--- config.mk ---
export PLATFORM = sky130hd
export DESIGN_NAME = rrt_shift_unit
export DESIGN_NICKNAME = d
export VERILOG_FILES = /design/src/hdl/rrt_pkg.sv /design/src/hdl/rrt_shift_unit.sv
export SDC_FILE = /design/constraint.sdc
export NUM_CORES = 1
export LEC_CHECK = 0
export BUFFER_PORTS_ARGS = -buffer_cell sky130_fd_sc_hd__buf_4
export CORE_MARGIN = 2
export CORE_UTILIZATION = 35
export DETAILED_ROUTE_END_ITERATION = 10
export PLACE_DENSITY_LB_ADDON = 0.1
export SYNTH_ARGS = -nofsm -noshare
export SYNTH_HDL_FRONTEND = slang
export SYNTH_SLANG_ARGS = --single-unit
export TNS_END_PERCENT = 20
--- constraint.sdc ---
create_clock -name vclk -period 15.1
set_input_delay 2.265 -clock vclk [all_inputs]
set_output_delay 2.265 -clock vclk [all_outputs]
set_load 0.01 [all_outputs]
--- src/hdl/rrt_pkg.sv ---
`timescale 1ns / 1ps
`default_nettype none
// ----------------------------------------------------------------------------
// rrt_pkg: shared types and constants of the region rectangle table
// Command and status codes, field widths, table depth and sheet limits.
// ----------------------------------------------------------------------------
package rrt_pkg;

  localparam int RowW = 21;
  localparam int ColW = 15;

  localparam int MaxRegions = 64;

  localparam logic [RowW-1:0] RowLimit = 21'd1048576;
  localparam logic [ColW-1:0] ColLimit = 15'd16384;

  typedef enum logic [2:0] {
    CMD_APPEND = 3'd0,
    CMD_FIND_CELL = 3'd1,
    CMD_FIND_EXACT = 3'd2,
    CMD_READ = 3'd3,
    CMD_DELETE = 3'd4,
    CMD_SHIFT_ROWS = 3'd5,
    CMD_SHIFT_COLS = 3'd6,
    CMD_CLEAR = 3'd7
  } cmd_e;

  typedef enum logic [2:0] {
    ST_OK = 3'd0,
    ST_NOT_FOUND = 3'd1,
    ST_FULL = 3'd2,
    ST_OVERLAP = 3'd3,
    ST_BAD_RANGE = 3'd4,
    ST_BAD_INDEX = 3'd5
  } status_e;

  typedef struct packed {
    logic [RowW-1:0] top;
    logic [ColW-1:0] left;
    logic [RowW-1:0] bottom;
    logic [ColW-1:0] right;
  } rect_t;

  // one shifted interval and whether it survives
  typedef struct packed {
    logic            keep;
    logic [RowW-1:0] lo;
    logic [RowW-1:0] hi;
  } span_t;

endpackage

`default_nettype wire

--- src/hdl/rrt_shift_unit.sv ---
`timescale 1ns / 1ps
`default_nettype none
// ----------------------------------------------------------------------------
// rrt_shift_unit: shared interval shift unit
// Moves, clips or drops one interval for a row or column insertion or
// deletion band, saturating at the sheet limit.
// ----------------------------------------------------------------------------
module rrt_shift_unit
  import rrt_pkg::*;
(
  input  wire logic [RowW-1:0] lo_i,
  input  wire logic [RowW-1:0] hi_i,
  input  wire logic [RowW-1:0] from_i,
  input  wire logic [RowW-1:0] amount_i,
  input  wire logic [RowW-1:0] limit_i,
  output rrt_pkg::span_t       span_o
);

  logic signed [23:0] lo, hi, from, delta, band_end, lim;
  logic               drop;

  always_comb begin
    lo       = {3'b000, lo_i};
    hi       = {3'b000, hi_i};
    from     = {3'b000, from_i};
    delta    = {{3{amount_i[RowW-1]}}, amount_i};
    lim      = {3'b000, limit_i};
    band_end = from - delta - 24'sd1;
    drop     = 1'b0;
    if (hi >= from) begin
      if (delta < 0) begin
        if (lo >= from && hi <= band_end) begin
          drop = 1'b1;
        end else begin
          if (lo >= from && lo <= band_end) lo = from;
          if (hi <= band_end) hi = from - 24'sd1;
          else hi = hi + delta;
          if (hi < lo) drop = 1'b1;
          if (lo > band_end) lo = lo + delta;
        end
      end else begin
        if (lo >= from) lo = lo + delta;
        hi = hi + delta;
      end
      if (lo > lim) lo = lim;
      else if (lo < 24'sd1) lo = 24'sd1;
      if (hi > lim) hi = lim;
      else if (hi < 24'sd1) hi = 24'sd1;
    end
    span_o.keep = !drop;
    span_o.lo   = lo[RowW-1:0];
    span_o.hi   = hi[RowW-1:0];
  end

endmodule

`default_nettype wire

==> flow_summary.json, run 1 <==
{
  "area_growth_pct": 29.0,
  "drc": 0,
  "slew_viol_final": 0,
  "placementRows": 64,
  "cts_hold_buf": 0,
  "num_vias": 13100,
  "synth_area_um2": 11000,
  "nClkBuffers": 0,
  "fin_ws_ns": 0.139,
  "max_freq_ghz": 0.0668,
  "min_path_cells": 4,
  "dp_hpwl_um": 44000,
  "antenna_found_initial": 0,
  "worstPathArrival_ns": 12.70,
  "setup_viol": 0,
  "max_stage_delay_ns": 0.50,
  "viasPerCell": 5.98,
  "hold_path.class": "primary input to primary output",
  "leakage_nw": 6.91,
  "required_ns": 12.84,
  "period_needed_ns": 14.96,
  "ant_nets": 0,
  "yosysWarningCount": 0,
  "slew_headroom_pct": 15.1,
  "layout_common_cells": "buf_4, ha_1, nor2_1, nand2_1, a21oi_1",
  "cp_max_fo": 13,
  "power_density_nw_per_um2": 76.9,
  "timing_hold_violations_final": 0,
  "gp_congestion": 0.967,
  "final_common_cell": "buf_4",
  "dr.pass1.iters": 5,
  "boundaryPins": 148,
  "port_buffers": 148,
  "cap_viol_max_count": 0,
  "diodes": 0,
  "grt_pass1_vias": 12500,
  "end_kind": "primary output",
  "post-route-period-util_pct": 99.1,
  "wl_per_cell_um": 23.7,
  "grt_pass1_wl_um": 76300,
  "drive_above_1_share_pct": 22.6,
  "rsz0062_at_grt": "yes",
  "ir_drop_uv": 46.5,
  "worstSetupPathType": "primary input to primary output",
  "initial_core_util_pct": 35.7,
  "min_to": "span_o[35]",
  "drt_iter0_drc": 911,
  "regArea_um2": 0,
  "nets": 2151,
  "syn_avg_cell_area_um2": 7.12,
  "grt_use_total_pct": 30.0,
  "totalWireLength_um": 51900,
  "n_sequential_cell": 0,
  "yosysSeqAreaShare_pct": 0,
  "syn-num-nets": 1897,
  "startpoint_type": "primary input",
  "die_area_um2": 32700,
  "tightest_slew_ns": 1.26,
  "core_um2": 30700,
  "postSynthCellCount": 1538,
  "post-route-util_pct": 46.1,
  "die_h_um": 181,
  "crit_path_top_delay_cell": "o311ai_0",
  "die-width_um": 181,
  "hp-start": "limit_i[14]",
  "grt_max_degree": 43,
  "synth_cell_type_count": 80,
  "pre_cts_slack_ns": -0.299,
  "grt_overflow_total": 0,
  "outcome": "complete, no violations",
  "power_mw": 1.09
}
[worst max-delay path, delay by kind of cell]
kind,cells,cell delay (ns)
XOR/XNOR,1,0.21
adder cells (fa/ha/maj),4,1.25
multiplexers,1,0.29
AND/OR/NAND/NOR,11,1.48
AO/OA/AOI/OAI,31,5.79
buffers and inverters,8,1.39
[Yosys cell counts (9+ instances only)]
cell type	number	share of area (%)
inv_1	113	3.9
mux2i_1	62	5.7
and4_1	9	0.72
o211ai_1	21	1.4
o21bai_1	15	1.0
a211oi_1	16	1.1
ha_1	250	29
o21a_1	36	2.5
xnor2_1	63	5.0
nor3_1	34	1.6
clkbuf_1	36	1.2
nor2_1	135	4.6
a21o_1	49	3.4
o21ai_0	102	4.7
a21oi_1	120	5.5
nand4_1	33	1.9
a31oi_1	18	1.0
nand3_1	43	2.0
or2_2	9	0.51
a221oi_1	22	1.8
and2_1	9	0.51
xor2_1	29	2.3
nand2b_1	14	0.80
and3_1	10	0.57
o31ai_1	11	0.75
nand2_1	114	3.9
nor2b_1	26	1.5
[where the power goes]
group / internal [mW] / switching [mW] / total, mW / leakage, nW
Sequential: 0 / 0 / 0 / 0
Combinational: 0.467 / 0.620 / 1.09 / 6.91
Clock: 0 / 0 / 0 / 0
Total: 0.467 / 0.620 / 1.09 / 6.91
[stage by stage]
step	hold WS, ns	std cells	setup TNS (ns)	cell area (um^2)
after global routing	4.92	2186	-8.33	14100
after CTS	4.90	2166	-0.00100	13500
final	4.89	2186	0	14100
after global placement	4.91	2162	-0.234	13400
after detailed placement	4.91	2162	-5.00	13400
after floorplan	4.68	1538	0	11000
[cell type report]
class	count	area, um^2
fillers	3188	16500
inverters	113	429
well taps	396	495
multi-input cells	1381	10900
repair buffers	296	2330
[cells by family after synthesis]
logic type / count (synthesis) / synth area share, %
multiplexers: 66 / 6.08
XOR/XNOR: 93 / 7.61
buffers and inverters: 157 / 5.39
AO/OA/AOI/OAI: 502 / 31.1
AND/OR/NAND/NOR: 465 / 20.5
adder cells (fa/ha/maj): 255 / 29.4
[layer usage]
layer  up-vias  wire, um  global-route usage, %
li1       6288         -                      -
met1      6113     23000                   41.5
met2       586     23100                   49.1
met3        83      3720                   2.80
met4         0      2060                   9.06
met5         -         0                      0
[worst max-delay path by stage]
stage | from | to | slack (ns) | cells after the start
floorplan | amount_i[0] | span_o[38] | 0.09 | 58
global placement | from_i[0] | span_o[41] | -0.03 | 60
detailed placement | from_i[0] | span_o[33] | -0.30 | 60
CTS | from_i[0] | span_o[41] | -0.0006 | 60
global route | from_i[1] | span_o[21] | -0.45 | 60
finish | from_i[1] | span_o[21] | 0.14 | 56
[repair_timing]
action / 4_1_cts / 5_1_grt
hold endpoints to repair: 0 / 0
pin swaps: 13 / 68
setup buffers: 4 / 16
gates resized for setup: 24 / 78
endpoints found under the setup margin: 21 / 21
cloned: 0 / 4
Note: power is estimated with default switching activity, not from simulation.
==> run 2: changes to the inputs <==
- CELL_PAD_IN_SITES_DETAIL_PLACEMENT: default -> 1
- CELL_PAD_IN_SITES_GLOBAL_PLACEMENT: default -> 1
==> run 2 against run 1 <==
Effect of this change: combinational power is essentially flat; die area unchanged; global-route usage grew 3.4 points; worst setup slack improved by 0.12 ns; clock-buffer cell count unchanged; final cell count is essentially flat; critical path type unchanged; critical endpoint is now span_o[30].
==> flow_summary.json, run 2 (synthesized netlist as in run 1, its figures left out) <==
{
  "regArea_um2": 0,
  "fin_cells": 2188,
  "ant_nets": 0,
  "startpoint_type": "primary input",
  "drt_iter0_drc": 927,
  "crit_path_top_delay_cell": "fa_2",
  "post-route-period-util_pct": 98.3,
  "grt_overflow_total": 0,
  "hp-start": "limit_i[1]",
  "min_to": "span_o[22]",
  "post-route-util_pct": 46.2,
  "setup_viol": 0,
  "end_kind": "primary output",
  "num_vias": 13300,
  "slew_headroom_pct": 39.6,
  "max_freq_ghz": 0.0674,
  "core_um2": 30700,
  "required_ns": 12.84,
  "worstPathArrival_ns": 12.58,
  "drive_above_1_share_pct": 22.9,
  "cp_max_fo": 5,
  "power_density_nw_per_um2": 79.2,
  "leakage_nw": 6.93,
  "ir_drop_uv": 37.1,
  "worstSetupPathType": "primary input to primary output",
  "tightest_slew_ns": 0.897,
  "placementRows": 64,
  "cts_hold_buf": 0,
  "grt_max_degree": 43,
  "boundaryPins": 148,
  "dr.pass1.iters": 5,
  "max_stage_delay_ns": 0.37,
  "initial_core_util_pct": 35.7,
  "antenna_found_initial": 1,
  "slew_viol_final": 0,
  "die_h_um": 181,
  "gp_congestion": 0.962,
  "nets": 2153,
  "nClkBuffers": 0,
  "dp_hpwl_um": 49100,
  "die-width_um": 181,
  "final_common_cell": "buf_4",
  "totalWireLength_um": 57300,
  "grt_pass1_wl_um": 83500,
  "outcome": "complete, no violations",
  "grt_use_total_pct": 33.4,
  "layout_common_cells": "buf_4, ha_1, nor2_1, nand2_1, a21oi_1",
  "die_area_um2": 32700,
  "timing_hold_violations_final": 0,
  "n_sequential_cell": 0,
  "wl_per_cell_um": 26.2,
  "viasPerCell": 6.06,
  "rsz0062_at_grt": "yes",
  "diodes": 0,
  "cap_viol_max_count": 0,
  "drc": 0,
  "hold_path.class": "primary input to primary output",
  "dp_cells": 2150,
  "grt_pass1_vias": 13500,
  "period_needed_ns": 14.85,
  "min_path_cells": 4,
  "port_buffers": 148,
  "area_growth_pct": 29.5,
  "fillers": 3902
}
-- run 2: per-layer routing --
| layer | up-vias | part of all wire, % | GRT usage [%] |
|---|---|---|---|
| li1 | 6266 | - | - |
| met1 | 6544 | 46 | 46.2 |
| met2 | 374 | 45 | 54.6 |
| met3 | 83 | 4.9 | 1.85 |
| met4 | 0 | 4.3 | 12.1 |
| met5 | - | 0 | 0 |
-- run 2: final cells by class --
cell class,count,area (um^2),share of cell area (%)
Inverter,113,427,3.01
Timing Repair Buffer,298,2360,16.6
Multi-Input combinational cell,1381,10900,76.9
Tap cell,396,495,3.49
-- run 2: worst max path at each step --
stage / from / endpoint / depth (start not counted)
after global placement: from_i[0] / span_o[40] / 57
after detailed placement: from_i[0] / span_o[30] / 57
after global routing: amount_i[0] / span_o[30] / 60
after floorplan: amount_i[0] / span_o[38] / 58
after CTS: from_i[0] / span_o[39] / 59
final: from_i[0] / span_o[30] / 59
-- run 2: power breakdown --
group | internal, mW | total (mW) | switching, mW
sequential | 0 | 0 | 0
clock | 0 | 0 | 0
combinational | 0.480 | 1.12 | 0.644
total | 0.480 | 1.12 | 0.644
-- run 2: metrics by stage --
stage / instance area (um^2) / total power, mW / hold WS (ns) / worst slack [ns] / TNS [ns]
after detailed placement: 13300 / 0.988 / 4.91 / -0.754 / -14.37
after global routing: 14200 / 1.22 / 4.92 / -0.361 / -6.25
after CTS: 13700 / 1.06 / 4.90 / 0.000602 / 0
final: 14200 / 1.12 / 4.88 / 0.255 / 0
after global placement: 13300 / 0.970 / 4.91 / -0.340 / -6.56
after floorplan: 11000 / 0.595 / 4.68 / 0.0913 / 0
-- run 2: worst max-delay path: cells and delay by family --
kind | cells | cell delay (ns)
simple gates | 11 | 1.62
mux | 2 | 0.52
xor+xnor | 1 | 0.21
fa+ha+maj | 5 | 1.34
compound gates | 28 | 5.19
buf+inv | 12 | 1.36
-- run 2: timing repair --
action | in CTS | in global routing
gates resized for setup | 52 | 62
gates cloned | 2 | 1
pin swaps | 33 | 48
endpoints found under the setup margin | 21 | 21
setup buffers | 19 | 17
